===== src/hw/rtl/adsr_pkg.sv =====
// Shared types and constants for the ADSR envelope and stereo VCA block.
`default_nettype none

package adsr_pkg;

	localparam int SAMPLE_BITS_DEF     = 16;
	localparam int LEVEL_FRAC_BITS_DEF = 16;

	// Width and reset of every configuration register
	localparam int               CFG_W     = 17;
	localparam logic [CFG_W-1:0] CFG_RESET = 17'h10000;

	localparam int APB_AW = 4;
	localparam int APB_DW = 32;

	typedef enum logic [1:0] {
		REG_ATTACK  = 2'd0,
		REG_DECAY   = 2'd1,
		REG_SUSTAIN = 2'd2,
		REG_RELEASE = 2'd3
	} cfg_idx_e;

	typedef enum logic [1:0] {
		OP_TICK    = 2'd0,
		OP_NOTE_ON = 2'd1,
		OP_RELEASE = 2'd2,
		OP_STOP    = 2'd3
	} opcode_e;

	typedef enum logic [2:0] {
		ST_IDLE    = 3'd0,
		ST_ATTACK  = 3'd1,
		ST_DECAY   = 3'd2,
		ST_SUSTAIN = 3'd3,
		ST_RELEASE = 3'd4
	} stage_e;

	// Per-beat status that rides along with the level
	typedef struct packed {
		stage_e stage;
		logic   went_idle;
	} env_meta_t;

endpackage

`default_nettype wire


===== src/hw/rtl/adsr_if.sv =====
// Valid/ready channel interfaces for input items and result beats.
`default_nettype none


interface adsr_result_if import adsr_pkg::*; #(
	parameter int SAMPLE_BITS     = SAMPLE_BITS_DEF,
	parameter int LEVEL_FRAC_BITS = LEVEL_FRAC_BITS_DEF
);
	logic                          valid;
	logic                          ready;
	logic signed [SAMPLE_BITS-1:0] left_out;
	logic signed [SAMPLE_BITS-1:0] right_out;
	logic [LEVEL_FRAC_BITS:0]      env_level;
	logic [2:0]                    env_stage;
	logic                          went_idle;

	modport source (output valid, left_out, right_out, env_level, env_stage, went_idle,
		input ready);
	modport sink   (input valid, left_out, right_out, env_level, env_stage, went_idle,
		output ready);
endinterface

`default_nettype wire


===== src/hw/rtl/adsr_merge.sv =====
// Joins both lanes with level and stage into the registered result beat.
`default_nettype none

module adsr_merge import adsr_pkg::*; #(
	parameter int SAMPLE_BITS     = SAMPLE_BITS_DEF,
	parameter int LEVEL_FRAC_BITS = LEVEL_FRAC_BITS_DEF,
	localparam int LW = LEVEL_FRAC_BITS + 1
) (
	input  wire logic                          clk,
	input  wire logic                          arst_n,
	input  wire logic                          load,
	input  wire logic signed [SAMPLE_BITS-1:0] left_lane,
	input  wire logic signed [SAMPLE_BITS-1:0] right_lane,
	input  wire logic [LW-1:0]                 level,
	input  wire env_meta_t                     meta,
	output logic                               free,
	adsr_result_if.source                      result
);

	logic                          valid_q;
	logic signed [SAMPLE_BITS-1:0] left_q, right_q;
	logic [LW-1:0]                 level_q;
	env_meta_t                     meta_q;

	always_ff @(posedge clk or negedge arst_n) begin
		if (!arst_n) begin
			valid_q <= 1'b0;
		end else if (load) begin
			valid_q <= 1'b1;
		end else if (result.ready) begin
			valid_q <= 1'b0;
		end
	end

	always_ff @(posedge clk) begin
		if (load) begin
			left_q  <= left_lane;
			right_q <= right_lane;
			level_q <= level;
			meta_q  <= meta;
		end
	end

	assign free             = !valid_q || result.ready;
	assign result.valid     = valid_q;
	assign result.left_out  = left_q;
	assign result.right_out = right_q;
	assign result.env_level = level_q;
	assign result.env_stage = meta_q.stage;
	assign result.went_idle = meta_q.went_idle;

endmodule

`default_nettype wire


===== src/flat_wrapper.sv =====
// flat-port wrapper written by rule: the top's interface ports become plain ports
module adsr_merge_flat import adsr_pkg::*;
#(
	parameter int SAMPLE_BITS     = SAMPLE_BITS_DEF,
	parameter int LEVEL_FRAC_BITS = LEVEL_FRAC_BITS_DEF,
	localparam int LW = LEVEL_FRAC_BITS + 1
)
  (clk, arst_n, load, left_lane, right_lane, level, meta, free, result_valid, result_left_out, result_right_out, result_env_level, result_env_stage, result_went_idle, result_ready);
  adsr_result_if #(.SAMPLE_BITS(SAMPLE_BITS), .LEVEL_FRAC_BITS(LEVEL_FRAC_BITS)) result_i ();
  input  wire logic clk;
  input  wire logic arst_n;
  input  wire logic load;
  input  wire logic signed [SAMPLE_BITS-1:0] left_lane;
  input  wire logic signed [SAMPLE_BITS-1:0] right_lane;
  input  wire logic [LW-1:0] level;
  input  wire env_meta_t meta;
  output logic free;
  output wire logic [$bits(result_i.valid)-1:0] result_valid;
  output wire logic [$bits(result_i.left_out)-1:0] result_left_out;
  output wire logic [$bits(result_i.right_out)-1:0] result_right_out;
  output wire logic [$bits(result_i.env_level)-1:0] result_env_level;
  output wire logic [$bits(result_i.env_stage)-1:0] result_env_stage;
  output wire logic [$bits(result_i.went_idle)-1:0] result_went_idle;
  input wire logic [$bits(result_i.ready)-1:0] result_ready;
  assign result_valid = result_i.valid;
  assign result_left_out = result_i.left_out;
  assign result_right_out = result_i.right_out;
  assign result_env_level = result_i.env_level;
  assign result_env_stage = result_i.env_stage;
  assign result_went_idle = result_i.went_idle;
  assign result_i.ready = result_ready;
  adsr_merge #(.SAMPLE_BITS(SAMPLE_BITS), .LEVEL_FRAC_BITS(LEVEL_FRAC_BITS)) u_core (.clk(clk), .arst_n(arst_n), .load(load), .left_lane(left_lane), .right_lane(right_lane), .level(level), .meta(meta), .free(free), .result(result_i));
endmodule

===== config.mk =====
export PLATFORM = sky130hd
export DESIGN_NAME = adsr_merge_flat
export DESIGN_NICKNAME = d
export VERILOG_FILES = /design/src/hw/rtl/adsr_pkg.sv /design/src/hw/rtl/adsr_if.sv /design/src/hw/rtl/adsr_merge.sv /design/src/flat_wrapper.sv
export SDC_FILE = /design/constraint.sdc
export NUM_CORES = 1
export LEC_CHECK = 0
export ABC_CLOCK_PERIOD_IN_PS = 2400
export BUFFER_PORTS_ARGS = -buffer_cell sky130_fd_sc_hd__buf_2
export CAP_MARGIN = 20
export CORE_ASPECT_RATIO = 1.2
export CORE_MARGIN = 4
export CORE_UTILIZATION = 30
export CTS_BUF_LIST = sky130_fd_sc_hd__clkbuf_4
export CTS_CLUSTER_DIAMETER = 100
export DETAILED_ROUTE_END_ITERATION = 8
export GPL_ROUTABILITY_DRIVEN = 1
export PLACE_DENSITY = 0.7
export SLEW_MARGIN = 20
export SYNTH_ARGS = -nofsm -noshare
export SYNTH_HDL_FRONTEND = slang
export SYNTH_SLANG_ARGS = --single-unit

===== constraint.sdc =====
create_clock -name clk -period 2.4 [get_ports clk]
set_clock_uncertainty 0.2 [all_clocks]
set_input_delay 0.12 -clock clk [delete_from_list [all_inputs] [get_ports clk]]
set_output_delay 0.12 -clock clk [all_outputs]
set_load 0.05 [all_outputs]

==> results by group, run 1 <==
Clock network
  • CTS clk-pin slew, worst paths: 130 ps
  • Worst skew pair latency: 350 ps
  • TritonCTS clock tree: built
  • Clock tree buffer depth: 2
  • Resize count post-CTS: 0
  • Clock buffer count from CTS: 5
  • Clock sinks: 54
  • CTS root buf: clkbuf_4
  • H-Tree Level Count: 2

Placement
  • # port buffers: 111
  • Final GP Congestion: 0.632
  • Cell total after placement: 230

STA
  • Slew at the pin with the worst max-slew slack: 519 ps
  • Sum Neg Setup Slack: 0 ps
  • Tcrit/Tclk final: 60.1%
  • Max Clock Freq: 693 MHz
  • Final Slew Violations: 0
  • Final hold slack: 64.5 ps
  • RSZ-0062 raised after global routing: no
  • Fin. Hold Viols: 0
  • # setup viols final: 0
  • Crit path time final: 1440 ps
  • Rel. slew slack: 65.4%

Setup path
  • Critical-path maximum fanout: 2
  • RR Startpoint: u_core.result.valid
  • Worst Path Arrival: 1120 ps
  • Worst-path cell chain: nand2b_4, buf_2
  • Worst setup SP type: register
  • Worst path max stage delay: 430 ps
  • Nature of the critical path endpoint: output port
  • Kind of critical path: reg -> out
  • Slowest stage cell, crit path: dfrtp_1
  • Worst Setup SP: u_core.result.valid
  • WP data required: 2080 ps

Power
  • Leakage: 0.00125 uW
  • Total chip power: 1990 uW
  • Clock share of power: 19.1%
  • Pint: 1390 uW
  • Sw power: 597 uW
  • Sw Share: 30.0%
  • Peak supply drop: 0.345 mV
  • Reg power frac: 57.0%
  • PwrDens: 685 mW/mm^2
  • Comb pwr share: 23.9%

Synthesis
  • Post-Syn Nets: 113
  • Mapped Avg Cell Area: 29.3 um^2
  • Yosys reg bits: 54
  • Mapped cell area: 0.00164 mm^2
  • Post-Syn Instances: 56
  • YS warnings: 0
  • Yosys cell types: 4
  • Seq/Total Area, Yosys: 98.6%

Floorplan
  • Core Box Area: 0.00530 mm^2
  • # IOs: 112
  • Die Wd: 75.5 um
  • Initial core utilization: 30.9%
  • Core Rows: 29
  • DIE AREA: 0.00672 mm^2
  • Height of the chip: 89.0 um

Final layout
  • Layout cells sized above 1: 52.4%
  • Area occupied by multi-input gates: 22.5 um^2
  • Antenna cells: 0
  • FF/Latch Area: 0.00162 mm^2
  • Utilization after layout: 54.8%
  • Non-Filler Instances: 293
  • Final layout net count: 288
  • Filler cells: 422
  • Area growth syn-to-layout: 77.3%

Min path
  • Hold Startpoint: load
  • Worst hold path type: in -> reg

Detailed routing
  • Detailed-route via count: 1196
  • DRT iter0 DRCs: 33
  • DRC errors left: 0
  • Post-DR vias/cell: 4.08
  • Wire per inst: 13.9 um
  • WL final: 4.08 mm
  • Antenna-violating nets left: 0
  • Drt first pass iters: 4

Global routing
  • Overall Global Routing Usage: 11.9%
  • Initial antenna violation count: 0
  • Vias in the first global route: 1255
  • Wire length of the first global-routing pass: 5.78 mm
  • Grt total ovfl: 0
  • Largest net degree at the start of global routing: 33

Job
  • Max Cap Viol: 0

Status
  • Status: finished clean
cells in the mapped netlist:
cell type	instances	area [um^2]
nand2b_2	1	8.76
nand2b_4	1	13.8
dfrtp_1	1	25.0
edfxtp_1	53	1590
worst paths after layout:
| check | slack [ps] | endpoint | depth (start not counted) |
|---|---|---|---|
| setup / recovery | 960 | free | 2 |
| hold / removal | 60 | u_core.result.right_out[3] | 1 |
| setup reg to reg | 1550 | u_core.result.valid | 2 |
| hold reg to reg | 350 | u_core.result.valid | 2 |
| max in group asynchronous | 1500 | u_core.result.valid | 3 |
| min in group asynchronous | 410 | u_core.result.valid | 3 |
area by class of cell:
| type | count | area share [%] |
|---|---|---|
| flip-flops and latches | 54 | 55.6 |
| repair buffers | 168 | 39.1 |
| well taps | 62 | 2.67 |
| clock buffers | 7 | 1.81 |
| multi-input cells | 2 | 0.775 |
cells in the final DEF (no fill, tap or decap):
cell type / count
dlygate4sd3_1: 56
nand2b_2: 1
nand2b_4: 1
buf_12: 1
buf_2: 111
edfxtp_1: 53
dfrtp_1: 1
clkbuf_4: 7
sequential cells by signal (all words and copies together) (netlist names):
signal and flops:
u_core.result.env_level 17, u_core.result.left_out 16, u_core.result.valid 1, u_core.result.env_stage 3
u_core.result.went_idle 1, u_core.result.right_out 16
kinds of logic (layout without fill, tap and decap cells):
kind of cell | after synthesis | in the layout | synth area share, %
AND/OR/NAND/NOR | 2 | 2 | 1.37
buffers and inverters | 0 | 175 | 0
flip-flops | 54 | 54 | 98.6
metrics by stage:
stage | area (um^2) | setup WS, ps
floorplan | 1640 | 1170
global placement | 2290 | 1070
detailed placement | 2290 | 1030
CTS | 2910 | 926
global route | 2910 | 873
finish | 2910 | 958
worst max-delay path: cells and delay by family, from the launching register on:
family / cells / cell delay, ps
buffers and inverters: 1 / 260
flip-flops: 1 / 430
AND/OR/NAND/NOR: 1 / 80
power by group through the flow:
stage	clock network, uW	logic, uW	registers [uW]
2_1_floorplan	0	7.53	1420
3_3_place_gp	0	404	1150
3_5_place_dp	0	407	1160
4_1_cts	409	477	1130
5_1_grt	447	498	1140
6_report	381	476	1130
what timing repair did:
action	in CTS	in global routing
hold endpoints to repair	55	0
hold buffers	56	0
buffers inserted	0	0
layer usage:
layer	GRT usage, %	vias to the layer above	share of wire (%)
li1	-	571	-
met1	12.3	550	35
met2	21.2	70	52
met3	5.29	5	12
met4	3.82	0	1.2
met5	0	-	0
Note: power is estimated with default switching activity, not from simulation.
==> run 2, diff against run 1 <==
--- a/config.mk
+++ b/config.mk
@@ -5,7 +5,7 @@
 export SDC_FILE = /design/constraint.sdc
 export NUM_CORES = 1
 export LEC_CHECK = 0
-export ABC_CLOCK_PERIOD_IN_PS = 2400
+export ABC_CLOCK_PERIOD_IN_PS = 1500
 export BUFFER_PORTS_ARGS = -buffer_cell sky130_fd_sc_hd__buf_2
 export CAP_MARGIN = 20
 export CORE_ASPECT_RATIO = 1.2
==> constraint.sdc (replaced) <==
create_clock -name clk -period 1.5 [get_ports clk]
set_clock_uncertainty 0.2 [all_clocks]
set_input_delay 0.075 -clock clk [delete_from_list [all_inputs] [get_ports clk]]
set_output_delay 0.075 -clock clk [all_outputs]
set_load 0.05 [all_outputs]
==> results by group, run 2 (synthesis results as in run 1) <==
Status
  • Status: finished clean

Setup path
  • CP endpoint: free
  • Nature of the critical path endpoint: output port
  • Worst-path cell chain: nand2b_4, buf_2
  • Reg-to-reg slack, setup: 650 ps (-900 ps)
  • Worst Setup SP: u_core.result.valid
  • Critical-path maximum fanout: 2 (unchanged)
  • Worst path max stage delay: 430 ps (about the same)
  • Kind of critical path: reg -> out
  • Worst setup SP type: register
  • FF-to-FF End: u_core.result.valid
  • WP data required: 1220 ps (-860 ps)
  • Worst R2R Path Depth: 2 (unchanged)
  • Slowest stage cell, crit path: dfrtp_1
  • Worst Path Arrival: 1120 ps (about the same)
  • RR Startpoint: u_core.result.valid

Final layout
  • Most common cell after layout, fill and taps aside: buf_2
  • Max FFs per register: 17 (unchanged)
  • Final layout net count: 290 (+0.69%)
  • Filler cells: 435 (+3.1%)
  • Layout cells sized above 1: 51.3% (-1.1 points)
  • Most frequent cells in the layout: buf_2 (111), dlygate4sd3_1 (57), edfxtp_1 (53), clkbuf_4 (5), clkinv_1 (3)
  • Utilization after layout: 54.9% (about the same)
  • Area growth syn-to-layout: 77.3% (about the same)
  • Non-Filler Instances: 296 (+1.0%)
  • Antenna cells: 0 (unchanged)

STA
  • Crit path time final: 1400 ps
  • Final Slew Violations: 0 (unchanged)
  • Final hold slack: 212 ps (+148 ps)
  • Tcrit/Tclk final: 93.2%
  • Fin. Hold Viols: 0 (unchanged)
  • Max Clock Freq: 715 MHz
  • Sum Neg Setup Slack: 0 ps (unchanged)
  • Rel. slew slack: 74.2% (+8.8 points)
  • RSZ-0062 raised after global routing: no
  • Slew at the pin with the worst max-slew slack: 387 ps (-133 ps)
  • # setup viols final: 0 (unchanged)

Floorplan
  • Core Rows: 29 (unchanged)
  • Die Wd: 75.5 um (unchanged)
  • Height of the chip: 89.0 um (unchanged)
  • DIE AREA: 0.00672 mm^2 (unchanged)
  • Initial core utilization: 30.9% (unchanged)
  • # IOs: 112 (unchanged)
  • Core Box Area: 0.00530 mm^2 (unchanged)

Power
  • Pint: 2180 uW (+57%)
  • Sw Share: 30.5% (+0.54 points)
  • Comb pwr share: 24.2% (+0.3 points)
  • Clock share of power: 18.1% (-1.0 points)
  • PwrDens: 1080 mW/mm^2 (+58%)
  • Leakage: 0.00125 uW (about the same)
  • Peak supply drop: 0.558 mV (+62%)
  • Sw power: 960 uW (+61%)
  • Reg power frac: 57.7% (+0.7 points)

Detailed routing
  • Drt first pass iters: 3 (-1)
  • Antenna-violating nets left: 0 (unchanged)
  • WL final: 4.02 mm (-1.4%)
  • Detailed-route via count: 1205 (+0.75%)
  • Post-DR vias/cell: 4.07 (-0.27%)
  • DRT iter0 DRCs: 31 (-6.1%)
  • DRC errors left: 0 (unchanged)
  • Wire per inst: 13.6 um (-2.4%)

Clock network
  • Clock tree buffer depth: 2 (unchanged)
  • TritonCTS clock tree: built
  • Resize count post-CTS: 0 (unchanged)
  • Clock buffer count from CTS: 5 (unchanged)
  • Clock sinks: 54 (unchanged)
  • Worst skew pair latency: 350 ps (about the same)
  • CTS root buf: clkbuf_4
  • CTS clk-pin slew, worst paths: 140 ps (about the same)
  • H-Tree Level Count: 2 (unchanged)

Job
  • Max Cap Viol: 0 (unchanged)

Global routing
  • Wire length of the first global-routing pass: 5.98 mm (+3.3%)
  • Initial antenna violation count: 0 (unchanged)
  • Largest net degree at the start of global routing: 33 (unchanged)
  • Overall Global Routing Usage: 12.1% (+0.20 points)
  • Grt total ovfl: 0 (unchanged)
  • Vias in the first global route: 1272 (+1.4%)

Placement
  • # port buffers: 111 (unchanged)
  • Cell total after placement: 231 (+0.43%)
  • Final GP Congestion: 0.613 (-2.9%)

Min path
  • Worst hold path type: in -> reg
run 2: repair_timing:
action / in CTS / in global routing
hold endpoints to repair: 55 / 2
hold buffers: 56 / 1
buffers inserted: 0 / 0
run 2: worst min path at each step:
stage,startpoint,endpoint,slack (ps),cells after the start
2_1_floorplan,arst_n,u_core.result.valid,-420,0
3_3_place_gp,arst_n,u_core.result.valid,-350,1
3_5_place_dp,arst_n,u_core.result.valid,-350,1
4_1_cts,load,u_core.result.env_level[8],8,2
5_1_grt,left_lane[9],u_core.result.left_out[9],170,2
6_report,left_lane[9],u_core.result.left_out[9],210,2
run 2: critical path: cells and delay by family (launching register included):
family,cells,cell delay [ps]
buffers and inverters,1,260
flip-flops,1,430
AND/OR/NAND/NOR,1,80
run 2: routing by layer:
layer  vias to the layer above  global-route usage, %  wire [um]
met5                         -                      0          0
met4                         0                   3.34         46
met3                         5                   4.61        490
met2                        70                   21.1       2080
met1                       554                   13.7       1400
li1                        576                      -          -
run 2: power by group through the flow:
stage	registers, uW	clock network, uW	logic (uW)
4_1_cts	1820	610	761
3_5_place_dp	1850	0	648
6_report	1810	571	760
2_1_floorplan	2270	0	12.1
3_3_place_gp	1850	0	643
5_1_grt	1820	687	796
run 2: stage by stage:
step	area, um^2	setup slack (ps)	power, uW
floorplan	1640	267	2290
global placement	2290	426	2490
detailed placement	2290	414	2500
CTS	2900	70.4	3190
global route	2910	11.6	3310
finish	2910	102	3140
run 2: area by class of cell:
class	count	area, um^2	share of cell area [%]
flip-flops and latches	54	1620	55.6
repair buffers	170	1140	39.3
well taps	62	77.6	2.67
multi-input cells	2	22.5	0.775
clock inverters	3	11.3	0.387
clock buffers	5	37.5	1.29
==> run 3, diff against run 2 <==
--- a/config.mk
+++ b/config.mk
@@ -9,7 +9,6 @@
 export BUFFER_PORTS_ARGS = -buffer_cell sky130_fd_sc_hd__buf_2
 export CAP_MARGIN = 20
 export CORE_ASPECT_RATIO = 1.2
-export CORE_MARGIN = 4
 export CORE_UTILIZATION = 30
 export CTS_BUF_LIST = sky130_fd_sc_hd__clkbuf_4
 export CTS_CLUSTER_DIAMETER = 100
==> results by group, run 3 (synthesis results as in run 1) <==
Status
  • Status: finished clean

Detailed routing
  • WL final: 3.85 mm (-4.3%)
  • Wire per inst: 13.0 um (-4.0%)
  • DRT iter0 DRCs: 77 (+150%)
  • Detailed-route via count: 1210 (+0.41%)
  • Antenna-violating nets left: 0 (unchanged)
  • Post-DR vias/cell: 4.10 (+0.76%)
  • Drt first pass iters: 2 (-1)
  • DRC errors left: 0 (unchanged)

Final layout
  • Non-Filler Instances: 295 (-0.34%)
  • Final layout net count: 289 (-0.34%)
  • Most common cell after layout, fill and taps aside: buf_2
  • Layout cells sized above 1: 52.8% (+1.5 points)
  • Max FFs per register: 17 (unchanged)
  • Antenna cells: 0 (unchanged)
  • Area growth syn-to-layout: 78.5%
  • Most frequent cells in the layout: buf_2 (111), dlygate4sd3_1 (56), edfxtp_1 (53), clkbuf_4 (5)

Min path
  • Hold path depth: 2 (unchanged)
  • Worst hold path type: in -> reg

Power
  • Sw power: 993 uW (+3.5%)
  • PwrDens: 1150 mW/mm^2 (+6.0%)
  • Sw Share: 29.6% (-0.92 points)
  • Comb pwr share: 22.5% (-1.7 points)
  • Total chip power: 3350 uW (+6.7%)
  • Leakage: 0.00127 uW (+1.0%)
  • Peak supply drop: 0.577 mV (+3.4%)
  • Reg power frac: 54.1% (-3.6 points)
  • Pint: 2360 uW (+8.1%)
  • Clock share of power: 23.4% (+5.3 points)

Placement
  • Final HPWL DP: 2.46 mm
  • # port buffers: 111 (unchanged)
  • Cell total after placement: 231 (unchanged)
  • Final GP Congestion: 0.641 (+4.6%)

Clock network
  • CTS clk-pin slew, worst paths: 140 ps (about the same)
  • Clock tree buffer depth: 2 (unchanged)
  • Clock buffer count from CTS: 5 (unchanged)
  • CTS root buf: clkbuf_4
  • H-Tree Level Count: 2 (unchanged)
  • Postcts setup bufs: 0 (unchanged)
  • Worst skew pair latency: 360 ps (about the same)
  • Clock sinks: 54 (unchanged)
  • TritonCTS clock tree: built
  • Resize count post-CTS: 0 (unchanged)

Global routing
  • Grt total ovfl: 0 (unchanged)
  • Wire length of the first global-routing pass: 5.95 mm (-0.35%)
  • Vias in the first global route: 1329 (+4.5%)
  • Initial antenna violation count: 0 (unchanged)
  • Largest net degree at the start of global routing: 30 (-9.1%)
  • Overall Global Routing Usage: 13.6% (+1.5 points)

Floorplan
  • Core Rows: 29 (unchanged)
  • DIE AREA: 0.00576 mm^2 (-14%)
  • Height of the chip: 83.0 um (-6.7%)
  • Initial core utilization: 31.2% (+0.21 points)
  • # IOs: 112 (unchanged)
  • Core Box Area: 0.00526 mm^2 (-0.68%)
  • Die Wd: 69.5 um (-7.9%)

STA
  • # setup viols final: 0 (unchanged)
  • Crit path time final: 1400 ps (+3.21 ps)
  • RSZ-0062 raised after global routing: no
  • Rel. slew slack: 76.4% (+2.2 points)
  • Sum Neg Setup Slack: 0 ps (unchanged)
  • Slew at the pin with the worst max-slew slack: 354 ps (-32.5 ps)
  • Tcrit/Tclk final: 93.4% (+0.21 points)
  • Final Slew Violations: 0 (unchanged)
  • Fin. Hold Viols: 0 (unchanged)
  • Max Clock Freq: 714 MHz (-0.23%)

Setup path
  • Worst Path Arrival: 1130 ps (about the same)
  • Nature of the critical path endpoint: output port
  • WP data required: 1220 ps (about the same)
  • Worst R2R Path Depth: 2 (unchanged)
  • Kind of critical path: reg -> out
  • Worst setup SP type: register
  • Critical-path maximum fanout: 2 (unchanged)

Job
  • Max Cap Viol: 0 (unchanged)
==> run 3: cell types whose count changed in the layout (fill, tap and decap cells not counted), sizes merged <==
cell / change
clkinv: -1
dlygate4sd3: -1
bufinv: +1
==> run 3: critical path, cell delays in order, from the launching register on <==
cell and delay, ps:
dfrtp_1 430, nand2b_4 80, buf_2 250
==> run 3: power by group through the flow <==
| stage | clock [uW] | combinational (uW) | sequential [uW] |
|---|---|---|---|
| after CTS | 809 | 756 | 1820 |
| after global placement | 0 | 639 | 1850 |
| after global routing | 864 | 782 | 1830 |
| after floorplan | 0 | 12.1 | 2270 |
| final | 784 | 755 | 1810 |
| after detailed placement | 0 | 645 | 1850 |
==> run 3: path summary, 6_finish.rpt <==
kind / slack (ps) / endpoint / start
max reg2reg: 650 / u_core.result.valid / u_core.result.valid
min: 40 / u_core.result.left_out[10] / load
max in group asynchronous: 690 / u_core.result.valid / arst_n
min reg2reg: 350 / u_core.result.valid / u_core.result.valid
min in group asynchronous: 310 / u_core.result.valid / arst_n
max: 100 / free / u_core.result.valid
==> run 3: metrics by stage <==
step | cell area, um^2 | hold slack [ps] | utilization (%) | worst slack, ps
floorplan | 1640 | -421 | - | 267
CTS | 2930 | 9.40 | 55.6 | 75.6
global placement | 2290 | -350 | 43.5 | 455
global route | 2930 | 22.2 | 55.6 | 39.4
detailed placement | 2290 | -349 | 43.5 | 437
finish | 2930 | 36.1 | 55.6 | 98.5
==> run 3: layer usage <==
layer,up-vias,routed length [um],global-route usage (%)
li1,573,-,-
met1,566,1390,13.8
met2,63,2090,25.7
met3,8,298,4.61
met4,0,65,4.45
met5,-,0,0
==> run 3: what timing repair did <==
item	CTS	global route
endpoints found under the hold margin	55	0
hold buffers	56	0
setup endpoints to repair	0	0
==> run 3: cell type report <==
class	count	area, um^2
Multi-Input combinational cell	2	22.5
Fill cell	420	2340
Timing Repair Buffer	169	1130
Clock inverter	3	40.0
Tap cell	62	77.6
Sequential cell	54	1620
Clock buffer	5	37.5
